**src/rtl/rc_pkg.sv**
```systemverilog
// ----------------------------------------------------------------------------
// rc_pkg: shared definitions for the relation closure block
// Default matrix size, the queue tag and byte padding of stream words.
// ----------------------------------------------------------------------------
package rc_pkg;

  // Default matrix size (rows and columns).
  localparam int RC_SIZE_N_DEF = 8;

  // Widest row index over the supported size range (up to 32 rows).
  localparam int RC_IDX_MAX_W = 5;

  // Tag that travels with each queued row: where it goes and whether it
  // closes the matrix.
  typedef struct packed {
    logic                    last;
    logic [RC_IDX_MAX_W-1:0] idx;
  } rc_tag_t;

  // Round a field width up to whole bytes.
  function automatic int pad_to_byte(input int w);
    return ((w + 7) / 8) * 8;
  endfunction

endpackage

```
**src/rtl/rc_front.sv**
```systemverilog
// ----------------------------------------------------------------------------
// rc_front: row intake
// Accepts rows, tags each with its target row index and the last flag,
// and holds them in a two-entry queue for the compute side.
// ----------------------------------------------------------------------------
module rc_front import rc_pkg::*; #(
  parameter int SIZE_N = RC_SIZE_N_DEF
) (
  input  logic              clk,
  input  logic              rst_n,
  input  logic              in_valid,
  output logic              in_ready,
  input  logic [SIZE_N-1:0] in_row,
  input  logic              in_last,
  output logic              q_valid,
  input  logic              q_ready,
  output logic [SIZE_N-1:0] q_row,
  output rc_tag_t           q_tag
);

  localparam int IDX_W = $clog2(SIZE_N);
  localparam logic [1:0] Q_DEPTH = 2'd2;

  logic [IDX_W-1:0]  cnt_r, cnt_nxt;
  logic [SIZE_N-1:0] q_row_r [2];
  rc_tag_t           q_tag_r [2];
  logic              wr_ptr_r, rd_ptr_r;
  logic [1:0]        fill_r, fill_nxt;
  logic              push, pop;
  rc_tag_t           tag_in;

  assign in_ready = (fill_r != Q_DEPTH);
  assign q_valid  = (fill_r != 2'd0);
  assign push     = in_valid & in_ready;
  assign pop      = q_valid & q_ready;
  assign q_row    = q_row_r[rd_ptr_r];
  assign q_tag    = q_tag_r[rd_ptr_r];

  always_comb begin
    tag_in.last = in_last;
    tag_in.idx  = RC_IDX_MAX_W'(cnt_r);
  end

  // Row counter: wrap after the last row slot, return to zero after a run.
  always_comb begin
    cnt_nxt = cnt_r;
    if (push) begin
      if (in_last || (cnt_r == IDX_W'(SIZE_N - 1))) begin
        cnt_nxt = '0;
      end else begin
        cnt_nxt = cnt_r + 1'b1;
      end
    end
  end

  always_comb begin
    fill_nxt = fill_r;
    if (push && !pop) begin
      fill_nxt = fill_r + 2'd1;
    end else if (pop && !push) begin
      fill_nxt = fill_r - 2'd1;
    end
  end

  always_ff @(posedge clk) begin
    if (!rst_n) begin
      cnt_r    <= '0;
      fill_r   <= '0;
      wr_ptr_r <= 1'b0;
      rd_ptr_r <= 1'b0;
    end else begin
      cnt_r  <= cnt_nxt;
      fill_r <= fill_nxt;
      if (push) begin
        wr_ptr_r <= ~wr_ptr_r;
      end
      if (pop) begin
        rd_ptr_r <= ~rd_ptr_r;
      end
    end
  end

  always_ff @(posedge clk) begin
    if (push) begin
      q_row_r[wr_ptr_r] <= in_row;
      q_tag_r[wr_ptr_r] <= tag_in;
    end
  end

endmodule

```
**src/rtl/rc_back.sv**
```systemverilog
// ----------------------------------------------------------------------------
// rc_back: closure engine
// Stores rows, runs one Warshall pass per cycle over all rows, then emits
// one result per row; the final one also carries the count of ones.
// ----------------------------------------------------------------------------
module rc_back import rc_pkg::*; #(
  parameter int SIZE_N = RC_SIZE_N_DEF,
  localparam int IDX_W = $clog2(SIZE_N),
  localparam int TOT_W = $clog2(4 * SIZE_N * SIZE_N + 1)
) (
  input  logic              clk,
  input  logic              rst_n,
  input  logic              q_valid,
  output logic              q_ready,
  input  logic [SIZE_N-1:0] q_row,
  input  rc_tag_t           q_tag,
  output logic              out_valid,
  input  logic              out_ready,
  output logic [IDX_W-1:0]  out_idx,
  output logic [SIZE_N-1:0] out_orig,
  output logic [SIZE_N-1:0] out_refl,
  output logic [SIZE_N-1:0] out_symm,
  output logic [SIZE_N-1:0] out_trans,
  output logic [TOT_W-1:0]  out_total,
  output logic              out_last
);

  localparam int CNT_W = $clog2(SIZE_N + 1);
  localparam int ROW_CNT_W = $clog2(4 * SIZE_N + 1);

  typedef enum logic [1:0] {S_LOAD, S_CLOSE, S_EMIT} state_t;

  state_t            state_r, state_nxt;
  logic [SIZE_N-1:0] rel_r [SIZE_N];
  logic [SIZE_N-1:0] rel_nxt [SIZE_N];
  logic [SIZE_N-1:0] clos_r [SIZE_N];
  logic [SIZE_N-1:0] clos_nxt [SIZE_N];
  logic [IDX_W-1:0]  k_r, k_nxt;
  logic [TOT_W-1:0]  acc_r, acc_nxt;
  logic              out_valid_r, out_valid_nxt;
  logic [IDX_W-1:0]  out_idx_r, out_idx_nxt;
  logic [SIZE_N-1:0] out_orig_r, out_orig_nxt;
  logic [SIZE_N-1:0] out_refl_r, out_refl_nxt;
  logic [SIZE_N-1:0] out_symm_r, out_symm_nxt;
  logic [SIZE_N-1:0] out_trans_r, out_trans_nxt;
  logic [TOT_W-1:0]  out_total_r, out_total_nxt;
  logic              out_last_r, out_last_nxt;

  logic [IDX_W-1:0]     q_idx;
  logic [SIZE_N-1:0]    refl_w, symm_w;
  logic [ROW_CNT_W-1:0] row_cnt_w;
  logic                 emit_go;

  function automatic logic [CNT_W-1:0] pop_cnt(input logic [SIZE_N-1:0] v);
    logic [CNT_W-1:0] c;
    c = '0;
    for (int b = 0; b < SIZE_N; b++) begin
      c = c + CNT_W'(v[b]);
    end
    return c;
  endfunction

  assign q_idx     = q_tag.idx[IDX_W-1:0];
  assign q_ready   = (state_r == S_LOAD);
  assign emit_go   = (state_r == S_EMIT) && (!out_valid_r || out_ready);
  assign out_valid = out_valid_r;
  assign out_idx   = out_idx_r;
  assign out_orig  = out_orig_r;
  assign out_refl  = out_refl_r;
  assign out_symm  = out_symm_r;
  assign out_trans = out_trans_r;
  assign out_total = out_total_r;
  assign out_last  = out_last_r;

  // Row k_r of the reflexive and symmetric closures and its ones count.
  always_comb begin
    refl_w         = rel_r[k_r];
    refl_w[k_r]    = 1'b1;
    symm_w         = rel_r[k_r];
    for (int j = 0; j < SIZE_N; j++) begin
      symm_w[j] = rel_r[k_r][j] | rel_r[j][k_r];
    end
    row_cnt_w = ROW_CNT_W'(pop_cnt(rel_r[k_r])) + ROW_CNT_W'(pop_cnt(refl_w)) +
                ROW_CNT_W'(pop_cnt(symm_w)) + ROW_CNT_W'(pop_cnt(clos_r[k_r]));
  end

  always_comb begin
    state_nxt     = state_r;
    rel_nxt       = rel_r;
    clos_nxt      = clos_r;
    k_nxt         = k_r;
    acc_nxt       = acc_r;
    out_valid_nxt = out_valid_r;
    out_idx_nxt   = out_idx_r;
    out_orig_nxt  = out_orig_r;
    out_refl_nxt  = out_refl_r;
    out_symm_nxt  = out_symm_r;
    out_trans_nxt = out_trans_r;
    out_total_nxt = out_total_r;
    out_last_nxt  = out_last_r;

    if (out_valid_r && out_ready) begin
      out_valid_nxt = 1'b0;
    end

    unique case (state_r)
      S_LOAD: begin
        if (q_valid) begin
          rel_nxt[q_idx] = q_row;
          if (q_tag.last) begin
            // Clear rows past the last one, then seed the closure.
            for (int i = 0; i < SIZE_N; i++) begin
              if (IDX_W'(i) > q_idx) begin
                rel_nxt[i] = '0;
              end
              clos_nxt[i] = rel_nxt[i];
            end
            k_nxt     = '0;
            state_nxt = S_CLOSE;
          end
        end
      end
      S_CLOSE: begin
        // One pivot per cycle; row k_r is unchanged by its own pass.
        for (int i = 0; i < SIZE_N; i++) begin
          if (clos_r[i][k_r]) begin
            clos_nxt[i] = clos_r[i] | clos_r[k_r];
          end
        end
        if (k_r == IDX_W'(SIZE_N - 1)) begin
          k_nxt     = '0;
          acc_nxt   = '0;
          state_nxt = S_EMIT;
        end else begin
          k_nxt = k_r + 1'b1;
        end
      end
      S_EMIT: begin
        if (emit_go) begin
          out_valid_nxt = 1'b1;
          out_idx_nxt   = k_r;
          out_orig_nxt  = rel_r[k_r];
          out_refl_nxt  = refl_w;
          out_symm_nxt  = symm_w;
          out_trans_nxt = clos_r[k_r];
          acc_nxt       = acc_r + TOT_W'(row_cnt_w);
          if (k_r == IDX_W'(SIZE_N - 1)) begin
            out_total_nxt = acc_r + TOT_W'(row_cnt_w);
            out_last_nxt  = 1'b1;
            k_nxt         = '0;
            state_nxt     = S_LOAD;
          end else begin
            out_total_nxt = '0;
            out_last_nxt  = 1'b0;
            k_nxt         = k_r + 1'b1;
          end
        end
      end
      default: begin
        state_nxt = S_LOAD;
      end
    endcase
  end

  always_ff @(posedge clk) begin
    if (!rst_n) begin
      state_r     <= S_LOAD;
      k_r         <= '0;
      out_valid_r <= 1'b0;
    end else begin
      state_r     <= state_nxt;
      k_r         <= k_nxt;
      out_valid_r <= out_valid_nxt;
    end
    rel_r       <= rel_nxt;
    clos_r      <= clos_nxt;
    acc_r       <= acc_nxt;
    out_idx_r   <= out_idx_nxt;
    out_orig_r  <= out_orig_nxt;
    out_refl_r  <= out_refl_nxt;
    out_symm_r  <= out_symm_nxt;
    out_trans_r <= out_trans_nxt;
    out_total_r <= out_total_nxt;
    out_last_r  <= out_last_nxt;
  end

endmodule

```
**src/rtl/relation_closures.sv**
```systemverilog
// ----------------------------------------------------------------------------
// relation_closures: reflexive, symmetric and transitive closure engine
// Loads a SIZE_N x SIZE_N boolean relation row by row and streams out one
// result per row with the original row and its three closures.
// ----------------------------------------------------------------------------
// Usage:
//   The in_ stream carries one matrix row per transaction (bit j = column j).
//   in_tlast marks the final row and starts the computation; rows missing
//   from a short matrix read as zero, extra rows wrap and overwrite row 0 onward.
//   The out_ stream returns SIZE_N transactions, row 0 first. Each holds the
//   row index, the loaded row and its reflexive, symmetric and transitive
//   closure rows. out_tlast marks the final row, which also carries the
//   count of ones over all four matrices (zero on the other rows).
// Timing:
//   Rows enter at one per cycle through a two-entry queue while the compute
//   side is loading. After the last row the Warshall unit runs one pivot per
//   cycle, then the results leave at one per cycle while out_tready is high.
//   Loading, the pivot loop and the emit phase run in turn; rows that arrive
//   after the last row wait in the queue until the emit phase ends.
// Reset and stalls:
//   rst_n (synchronous, active low) empties the queue, rewinds the row
//   counter and drops any pending result. When out_tready is low the result
//   register holds; rows keep queuing until the queue fills, then in_tready
//   drops.
// ----------------------------------------------------------------------------
module relation_closures import rc_pkg::*; #(
  parameter int SIZE_N = RC_SIZE_N_DEF,
  localparam int IDX_W = $clog2(SIZE_N),
  localparam int TOT_W = $clog2(4 * SIZE_N * SIZE_N + 1),
  localparam int IN_W = pad_to_byte(SIZE_N),
  localparam int OUT_W = pad_to_byte(IDX_W + 4 * SIZE_N + TOT_W)
) (
  input  logic             clk,
  input  logic             rst_n,
  input  logic             in_tvalid,
  output logic             in_tready,
  input  logic [IN_W-1:0]  in_tdata,   // row_bits
  input  logic             in_tlast,   // last_row
  output logic             out_tvalid,
  input  logic             out_tready,
  // row_index, original_row, reflexive_row, symmetric_row, transitive_row,
  // ones_total
  output logic [OUT_W-1:0] out_tdata,
  output logic             out_tlast   // last_result
);

  logic              q_valid, q_ready;
  logic [SIZE_N-1:0] q_row;
  rc_tag_t           q_tag;
  logic [IDX_W-1:0]  res_idx;
  logic [SIZE_N-1:0] res_orig, res_refl, res_symm, res_trans;
  logic [TOT_W-1:0]  res_total;

  // Intake: tag rows with their slot and queue them.
  rc_front #(.SIZE_N(SIZE_N)) u_front (
    .clk      (clk),
    .rst_n    (rst_n),
    .in_valid (in_tvalid),
    .in_ready (in_tready),
    .in_row   (in_tdata[SIZE_N-1:0]),
    .in_last  (in_tlast),
    .q_valid  (q_valid),
    .q_ready  (q_ready),
    .q_row    (q_row),
    .q_tag    (q_tag)
  );

  // Compute: store, close, emit.
  rc_back #(.SIZE_N(SIZE_N)) u_back (
    .clk       (clk),
    .rst_n     (rst_n),
    .q_valid   (q_valid),
    .q_ready   (q_ready),
    .q_row     (q_row),
    .q_tag     (q_tag),
    .out_valid (out_tvalid),
    .out_ready (out_tready),
    .out_idx   (res_idx),
    .out_orig  (res_orig),
    .out_refl  (res_refl),
    .out_symm  (res_symm),
    .out_trans (res_trans),
    .out_total (res_total),
    .out_last  (out_tlast)
  );

  // Pack result fields from the lowest bit up, zero-pad to whole bytes.
  assign out_tdata = OUT_W'({res_total, res_trans, res_symm, res_refl, res_orig, res_idx});

endmodule

```
**config.mk**
```make
export PLATFORM = sky130hd
export DESIGN_NAME = relation_closures
export DESIGN_NICKNAME = d
export VERILOG_FILES = /design/src/rtl/rc_pkg.sv /design/src/rtl/rc_front.sv /design/src/rtl/rc_back.sv /design/src/rtl/relation_closures.sv
export SDC_FILE = /design/constraint.sdc
export NUM_CORES = 1
export LEC_CHECK = 0
export BUFFER_PORTS_ARGS = -buffer_cell sky130_fd_sc_hd__buf_2
export CORE_UTILIZATION = 40
export DETAILED_ROUTE_END_ITERATION = 16
export GPL_TIMING_DRIVEN = 0
export PLACE_DENSITY = 0.64
export SLEW_MARGIN = 10
export SYNTH_ARGS = -nofsm -noshare
export SYNTH_HDL_FRONTEND = slang
export SYNTH_SLANG_ARGS = --single-unit
```
**constraint.sdc**
```tcl
create_clock -name clk -period 6.7 [get_ports clk]
set_input_delay 1.34 -clock clk [delete_from_list [all_inputs] [get_ports clk]]
set_output_delay 1.34 -clock clk [all_outputs]
set_load 0.02 [all_outputs]
```
==> impl_metrics.json, run 1 <==
{
  "status": "complete, but fails checks",
  "violations": "negative setup slack",
  "synth_area_leader_cell": "edfxtp_1",
  "insertion_delay_ns": 0.55,
  "yosys_warnings": 0,
  "start_util_pct": 40.7,
  "clock_path_buffers": 3,
  "die_area_um2": 32900,
  "ys_seq_area_share_pct": 50.3,
  "pre_cts_slack_ns": -0.810,
  "synth-edff-count": 206,
  "fin_skew_ns": 0.0171,
  "cts_sinks": 220,
  "finalSetupTns_ns": -2.52,
  "io_buffers": 59,
  "hold_ws_ns": 0.493,
  "worstPathArrival_ns": 7.35,
  "wirelength_met1_um": 17000,
  "routed_via_density": 6.18,
  "wl_met3_um": 4290,
  "hold_violations": 0,
  "period_share_pct": 105,
  "die_w_um": 181,
  "drcViolationCount": 0,
  "top_layer": "met4",
  "ys_seq_elements": 220,
  "vias": 9912,
  "slew-limit-headroom_pct": 30.2,
  "antenna_left": 0,
  "drt_first_iter_violations": 1252,
  "n_antenna_cell": 0,
  "clockRootBuffer": "clkbuf_16",
  "drt_first_pass_iters": 6,
  "finalCoreUtilization_pct": 48.7,
  "cp_max_fo": 7,
  "worst_slew_pin_slew_ns": 1.04,
  "syn2layout_area_growth_pct": 19.5,
  "rsz0062_at_grt": "true",
  "drt-total-wl_um": 43100,
  "htreeDepth": 1,
  "wl_per_cell_um": 26.9,
  "synthArstFlopShare_pct": 0,
  "slew_viol_final": 0,
  "critical_path.endpoint_type": "flop",
  "dpl.hpwl_um": 31000,
  "syn_area_um2": 12900,
  "cap_violations": 0,
  "grt_overflow": 0,
  "startpoint_type": "flop",
  "clk_pin_slew_worst_paths_ns": 0.06,
  "cp.required_ns": 6.98,
  "avgSynthCellArea_um2": 12.2,
  "ctsHoldBuffers": 0,
  "ys_types": 75,
  "track_usage_pct": 26.0,
  "grt_pass1_wl_um": 62600,
  "cts_inserted_buffers": 26,
  "die_height_um": 181,
  "synth_flop_cell": "edfxtp_1",
  "place.gp.congestion": 1.00,
  "fmax_mhz": 142,
  "grt_max_degree": 65,
  "synthCells": 1055,
  "synthTopCellsByCount": "edfxtp_1, o21ai_0, nor2_1",
  "core_um2": 31600,
  "io_pins": 64,
  "nets": 1252,
  "yosysMostFrequentCell": "edfxtp_1",
  "min_path_type": "reg -> reg",
  "synth_top_area_share_pct": 48.1,
  "fin_crit_ns": 7.06,
  "grt_pass1_vias": 9549,
  "synth_area_leaders": "edfxtp_1, mux4_2, mux2i_1, o21ai_0, fa_1",
  "rows": 65,
  "cts_tree": "built",
  "timing.final.ws_setup_ns": -0.363,
  "setup_viol": 10,
  "critical_path_class": "reg -> reg",
  "grt_antenna_before_repair": 0,
  "drive_gt1_share_pct": 26.6,
  "wl_met2_um": 19200
}
## logic make-up after synthesis
logic type,share of synthesized area (%)
other cells,0.0292
mux,14.0
fa+ha+maj,6.89
flops,50.3
buf+inv,4.45
compound gates,14.4
simple gates,8.61
xor+xnor,1.29
## metal layers
| layer | vias to the layer above | track usage (%) |
|---|---|---|
| li1 | 4231 | - |
| met1 | 4892 | 34.6 |
| met2 | 645 | 39.6 |
| met3 | 144 | 5.64 |
| met4 | 0 | 14.2 |
| met5 | - | 0 |
## path summary, 6_finish.rpt
kind                                        from                    end  slack [ns]  cells after the start
worst max-delay path               u_back.k_r[2]    u_back.out_total[7]       -0.36                     27
worst min-delay path            u_front.cnt_r[2]  u_front.q_tag_r[1][2]        0.49                      0
worst max register to register     u_back.k_r[2]    u_back.out_total[7]       -0.36                     27
worst min register to register  u_front.cnt_r[2]  u_front.q_tag_r[1][2]        0.49                      0
## flip-flops by register name (all words and copies together) (netlist names), 9 cells and up, named ones only
name / cells
u_back.clos_r: 64
u_back.rel_r: 64
u_back.out_total: 9
u_back.acc_r: 9
u_front.q_row_r: 16
## final cells by class
type | instances | area [um2]
clock inverters | 11 | 126
clock buffers | 36 | 749
repair buffers | 96 | 613
flip-flops and latches | 220 | 6470
fillers | 2798 | 16200
plain buffers | 67 | 505
multi-input cells | 716 | 6180
well taps | 402 | 503
inverters | 55 | 215
## through the flow
stage,instance area [um2],instances
detailed placement,13800,1520
global route,15400,1603
CTS,15100,1591
finish,15400,1603
floorplan,12900,1058
global placement,13700,1519
## layout by cell type, fill, tap and decap left out, types with 7 or more instances in the layout
cell / instances
ha_1: 26
inv_1: 44
nor2_1: 84
and2_1: 22
a22o_1: 8
mux2i_1: 67
fa_1: 19
nor2b_1: 22
clkbuf_16: 27
a21o_1: 15
buf_6: 10
mux2_2: 27
xnor2_1: 7
buf_2: 75
nand2b_1: 9
inv_2: 8
a21oi_1: 24
edfxtp_1: 206
a31oi_1: 7
clkbuf_1: 25
dfxtp_1: 11
o21ai_0: 88
buf_4: 42
a221oi_1: 25
mux4_2: 33
nand2_1: 62
a22oi_1: 13
o21ai_1: 17
buf_12: 9
## critical path, cell delays in order (launching register included)
cell and delay [ns]:
dfxtp_4 0.35, buf_8 0.13, buf_4 0.13, buf_4 0.13, nor2_2 0.42, a221oi_4 0.16, buf_4 0.18, inv_1 0.11
ha_4 0.22, inv_2 0.05, fa_1 0.45, fa_1 0.53, fa_2 0.42, fa_1 0.56, inv_2 0.06, fa_2 0.39
xnor2_2 0.15, fa_1 0.49, inv_2 0.05, ha_4 0.20, a21o_1 0.20, a21oi_4 0.17, xnor2_2 0.08, ha_1 0.35
or3_4 0.42, o2111ai_4 0.13, xor2_2 0.20, nor2b_1 0.07
## repair_timing
| action | 4_1_cts | 5_1_grt |
|---|---|---|
| setup endpoints to repair | 14 | 14 |
| hold endpoints to repair | 0 | 0 |
| cloned | 0 | 0 |
| gates resized for setup | 68 | 36 |
| setup buffers | 24 | 12 |
| pin swaps | 26 | 30 |
Power of run 1 is left out: the tool's default activity adds up to more than one toggle a clock period on the data nets, which glitch-free logic cannot reach.
==> run 2: changes to the inputs <==
--- a/config.mk
+++ b/config.mk
@@ -8,7 +8,6 @@
 export BUFFER_PORTS_ARGS = -buffer_cell sky130_fd_sc_hd__buf_2
 export CORE_UTILIZATION = 40
 export DETAILED_ROUTE_END_ITERATION = 16
-export GPL_TIMING_DRIVEN = 0
 export PLACE_DENSITY = 0.64
 export SLEW_MARGIN = 10
 export SYNTH_ARGS = -nofsm -noshare
==> constraint.sdc (replaced) <==
create_clock -name clk -period 5.7 [get_ports clk]
set_input_delay 1.14 -clock clk [delete_from_list [all_inputs] [get_ports clk]]
set_output_delay 1.14 -clock clk [all_outputs]
set_load 0.02 [all_outputs]
==> impl_metrics.json, run 2 (synthesized netlist as in run 1, its figures left out) <==
{
  "cts_sinks": 220,
  "antenna_left": 0,
  "hold_violations": 0,
  "io_pins": 64,
  "cts_inserted_buffers": 26,
  "multi_input_area_um2": 6070,
  "drive_gt1_share_pct": 32.8,
  "regArea_um2": 6470,
  "critical_path.endpoint_type": "flop",
  "slew-limit-headroom_pct": 14.3,
  "n_antenna_cell": 0,
  "routed_via_density": 5.80,
  "status": "complete, but fails checks",
  "start_util_pct": 40.7,
  "clock_path_buffers": 3,
  "startpoint_type": "flop",
  "slew_viol_final": 0,
  "period_share_pct": 119,
  "place.gp.congestion": 0.939,
  "grt_pass1_wl_um": 58800,
  "die_w_um": 181,
  "pre_cts_slack_ns": -1.16,
  "fin_skew_ns": 0.0204,
  "violations": "negative setup slack",
  "layout_commonest_cell": "edfxtp_1",
  "fmax_mhz": 148,
  "track_usage_pct": 23.9,
  "critical_path_class": "reg -> reg",
  "grt_antenna_before_repair": 1,
  "drt_first_iter_violations": 1068,
  "core_um2": 31600,
  "wl_per_cell_um": 23.3,
  "vias": 9835,
  "rows": 65,
  "cp_max_fo": 16,
  "drt_first_pass_iters": 5,
  "fin_crit_ns": 6.77,
  "dpl.hpwl_um": 29100,
  "grt_max_degree": 65,
  "clk_pin_slew_worst_paths_ns": 0.06,
  "final_cell_mix": "edfxtp_1, buf_4, o21ai_0",
  "htreeDepth": 1,
  "nets": 1343,
  "grt_overflow": 0,
  "drt-total-wl_um": 39400,
  "grt_pass1_vias": 9556,
  "setup_viol": 16,
  "clockRootBuffer": "clkbuf_16",
  "cts_tree": "built",
  "syn2layout_area_growth_pct": 23.8,
  "drcViolationCount": 0,
  "reg_top3": "u_back.clos_r x64, u_back.rel_r x64, u_front.q_row_r x16",
  "rsz0062_at_grt": "true",
  "die_area_um2": 32900,
  "timing.final.ws_setup_ns": -1.07,
  "worstPathArrival_ns": 7.07,
  "die_height_um": 181,
  "io_buffers": 59,
  "worst_slew_pin_slew_ns": 1.28,
  "min_path_type": "reg -> reg",
  "insertion_delay_ns": 0.55,
  "fillers": 2815,
  "cap_violations": 0,
  "cp.required_ns": 6.00
}
run 2: cell types whose count changed in the layout (fill, tap and decap cells not counted), moves of 3 or more:
cell      before  now
buf_12         9    2
buf_2         75   59
clkbuf_2       3    0
buf_6         10    7
clkbuf_1      25    4
a21oi_2        2    6
buf_4         42  186
inv_1         44   47
clkinv_2       5    8
run 2: worst paths after layout:
kind,start,end,slack [ns],depth (start not counted)
worst min register to register,u_front.cnt_r[1],u_front.q_tag_r[0][1],0.50,0
worst max-delay path,u_back.k_r[2],u_back.out_total[7],-1.07,25
worst max register to register,u_back.k_r[2],u_back.out_total[7],-1.07,25
worst min-delay path,u_front.cnt_r[1],u_front.q_tag_r[0][1],0.50,0
run 2: final cells by class:
cell class	count	share of cell area (%)
clock inverters	14	0.778
well taps	402	3.16
repair buffers	254	11.4
multi-input cells	716	38.1
clock buffers	34	4.60
inverters	55	1.30
flip-flops and latches	220	40.7
run 2: worst max-delay path, stage by stage, from the launching register on:
cell       delay [ns]
dfxtp_4          0.41
buf_4            0.13
buf_6            0.18
and2_1           0.23
a21oi_1          0.11
a21oi_1          0.36
a211oi_2         0.08
buf_4            0.16
fa_1             0.48
fa_1             0.52
fa_2             0.42
fa_1             0.56
inv_2            0.05
fa_2             0.38
xnor2_2          0.16
fa_1             0.51
inv_2            0.05
buf_6            0.11
fa_2             0.38
a21o_1           0.16
a21o_1           0.18
ha_4             0.17
or3_4            0.38
o2111ai_2        0.09
xor2_1           0.20
nor2b_1          0.06
run 2: layer usage:
metal  share of wire [%]  vias up  GRT usage (%)  wire length (um)
li1                    -     4410              -                 -
met1                  41     4888           32.2             16100
met2                  46      446           37.8             18300
met3                 8.3       91           4.58              3290
met4                 4.3        0           10.1              1690
met5                   0        -              0                 0
run 2: timing repair:
item,in CTS,in global routing
endpoints found under the setup margin,16,16
pin swaps,0,34
hold buffers,0,0
setup buffers,0,11
resized for setup,7,37
run 2: stage by stage:
| step | cells | utilization (%) | hold WS (ns) | TNS (ns) | instance area [um2] |
|---|---|---|---|---|---|
| after floorplan | 1058 | - | 0.435 | -10.80 | 13000 |
| after global placement | 1636 | 46.9 | 0.482 | -13.34 | 14800 |
| after detailed placement | 1636 | 46.9 | 0.485 | -13.96 | 14800 |
| after CTS | 1684 | 49.7 | 0.499 | -11.97 | 15700 |
| after global routing | 1695 | 50.5 | 0.510 | -16.44 | 15900 |
| final | 1695 | 50.5 | 0.503 | -12.92 | 15900 |
Power of run 2 is left out for the same reason.
==> run 3: changes to the inputs <==
--- a/config.mk
+++ b/config.mk
@@ -12,4 +12,5 @@
 export SLEW_MARGIN = 10
 export SYNTH_ARGS = -nofsm -noshare
 export SYNTH_HDL_FRONTEND = slang
+export SYNTH_HIERARCHICAL = 1
 export SYNTH_SLANG_ARGS = --single-unit
==> impl_metrics.json, run 3 <==
{
  "fin_skew_ns": 0.0221,
  "grt_overflow": 0,
  "io_buffers": 59,
  "pre_cts_slack_ns": -1.23,
  "final_cells": 1761,
  "rrSetupSlack_ns": -0.84,
  "cts_inserted_buffers": 26,
  "core_um2": 31700,
  "reg2reg_from": "u_back/k_r[1]",
  "nets": 1404,
  "multi_input_area_um2": 5990,
  "clockRootBuffer": "clkbuf_16",
  "avgSynthCellArea_um2": 12.0,
  "cts_tree": "built",
  "clk_pin_slew_worst_paths_ns": 0.06,
  "grt_antenna_before_repair": 0,
  "vias": 10600,
  "min_from": "u_front/cnt_r[1]",
  "final_cell_mix": "buf_4, edfxtp_1, nand2_1",
  "crit_path_top_delay_cell": "fa_1",
  "start_util_pct": 40.8,
  "die_height_um": 182,
  "fin_crit_ns": 6.54,
  "min_path_type": "reg -> reg",
  "grt_max_degree": 46,
  "drive_gt1_share_pct": 34.9,
  "status": "complete, but fails checks",
  "worstHoldEndpoint": "u_front/q_tag_r[0][1]",
  "setup_viol": 16,
  "syn2layout_area_growth_pct": 26.1,
  "slew-limit-headroom_pct": 7.82,
  "cp_max_fo": 7,
  "cap_violations": 0,
  "drt_first_pass_iters": 5,
  "hold_ws_ns": 0.490,
  "die_area_um2": 33000,
  "period_share_pct": 115,
  "rsz0062_at_grt": "true",
  "place.gp.congestion": 0.975,
  "htreeDepth": 1,
  "syn_area_um2": 12900,
  "drcViolationCount": 0,
  "grt_pass1_wl_um": 67600,
  "cp.required_ns": 6.00,
  "fillers": 2810,
  "drt_first_iter_violations": 1184,
  "reg_top3": "u_back/clos_r x64, u_back/rel_r x64, u_front/q_row_r x16",
  "dpl.hpwl_um": 33700,
  "routed_via_density": 6.02,
  "worstPathArrival_ns": 6.84,
  "hold_violations": 0,
  "synthCells": 1077,
  "rows": 65,
  "fmax_mhz": 153,
  "critical_path.endpoint_type": "flop",
  "insertion_delay_ns": 0.56,
  "timing.final.ws_setup_ns": -0.844,
  "dp.cells": 1698,
  "design_area_um2": 16300,
  "die_w_um": 182,
  "holdPathStages": 0,
  "cp_top_family": "adder cells",
  "reg2reg_to": "u_back/out_total[6]",
  "n_antenna_cell": 0,
  "grt_pass1_vias": 10300,
  "ctsHoldBuffers": 0,
  "yosys_warnings": 6,
  "wl_per_cell_um": 26.0,
  "violations": "negative setup slack",
  "slew_viol_final": 0,
  "critical_path_class": "reg -> reg",
  "layout_commonest_cell": "buf_4",
  "drt-total-wl_um": 45900,
  "regArea_um2": 6470,
  "max_stage_delay_ns": 0.58,
  "r2r_cells": 21,
  "io_pins": 64,
  "startpoint_type": "flop",
  "track_usage_pct": 27.8,
  "clock_path_buffers": 3,
  "place_area_um2": 15200,
  "antenna_left": 0,
  "worst_slew_pin_slew_ns": 1.38,
  "cp_cell_sequence": "buf_12 -> buf_8 -> mux2_2 -> a221oi_1 -> o211ai_1 -> fa_1 -> inv_1 -> fa_1 -> inv_2 -> fa_2 -> fa_2 -> fa_1 -> inv_1 -> fa_1 -> fa_2 -> inv_2 -> fa_2 -> a211o_1 -> a21oi_2 -> mux2i_1 -> a311o_1",
  "path_buf_inv": 6,
  "cts_sinks": 220
}
==> run 3: cell count changes in the layout (fill, tap and decap cells not counted), sizes merged, moves of 12 or more <==
cell     delta
mux4       -16
o22a       +17
buf        +58
mux2       +20
nor2       -37
o21a       +15
o21ai      -68
a22o       +16
a2bb2oi    +12
==> run 3: metrics by stage <==
| step | setup TNS [ns] | utilization, % |
|---|---|---|
| after floorplan | -5.12 | - |
| after global placement | -12.11 | 47.8 |
| after detailed placement | -14.25 | 47.8 |
| after CTS | -8.56 | 50.8 |
| after global routing | -10.44 | 51.4 |
| final | -7.99 | 51.4 |
==> run 3: worst max-delay path by stage <==
stage | startpoint | to | slack, ns | cells after the start
floorplan | u_back/k_r[1] | u_back/out_total[6] | -0.72 | 21
global placement | u_back/k_r[0] | u_back/out_total[6] | -1.08 | 20
detailed placement | u_back/k_r[0] | u_back/out_total[6] | -1.23 | 20
CTS | u_back/rel_r[54] | u_back/out_total[6] | -0.83 | 20
global route | u_back/k_r[1] | u_back/out_total[6] | -1.0 | 21
finish | u_back/k_r[1] | u_back/out_total[6] | -0.84 | 21
==> run 3: timing repair <==
item / 4_1_cts / 5_1_grt
setup endpoints to repair: 18 / 18
hold endpoints to repair: 0 / 0
resized for setup: 17 / 24
pin swaps: 16 / 11
buffers inserted: 4 / 12
cloned: 0 / 1
==> run 3: final cells by class <==
cell class	count	share of cell area, %
Timing Repair Buffer	313	14.0
Clock inverter	15	0.944
Tap cell	402	3.08
Multi-Input combinational cell	720	36.7
Sequential cell	220	39.7
Inverter	59	1.36
Clock buffer	32	4.26
==> run 3: worst reg2reg max path, delay by kind of cell, from the launching register on <==
| kind | cells | cell delay (ns) |
|---|---|---|
| buffers and inverters | 6 | 0.48 |
| AOI/OAI and AO/OA | 5 | 1.29 |
| DFF | 1 | 0.40 |
| muxes | 2 | 0.45 |
| adders and majority gates | 8 | 3.69 |
==> run 3: per-layer routing <==
metal | part of all wire [%] | global-route usage [%] | vias to the layer above
met4 | 4.8 | 12.3 | 0
met1 | 41 | 38.9 | 5202
met3 | 10 | 4.89 | 120
met2 | 44 | 42.2 | 629
li1 | - | - | 4642
met5 | 0 | 0 | -
Power of run 3 is left out for the same reason.
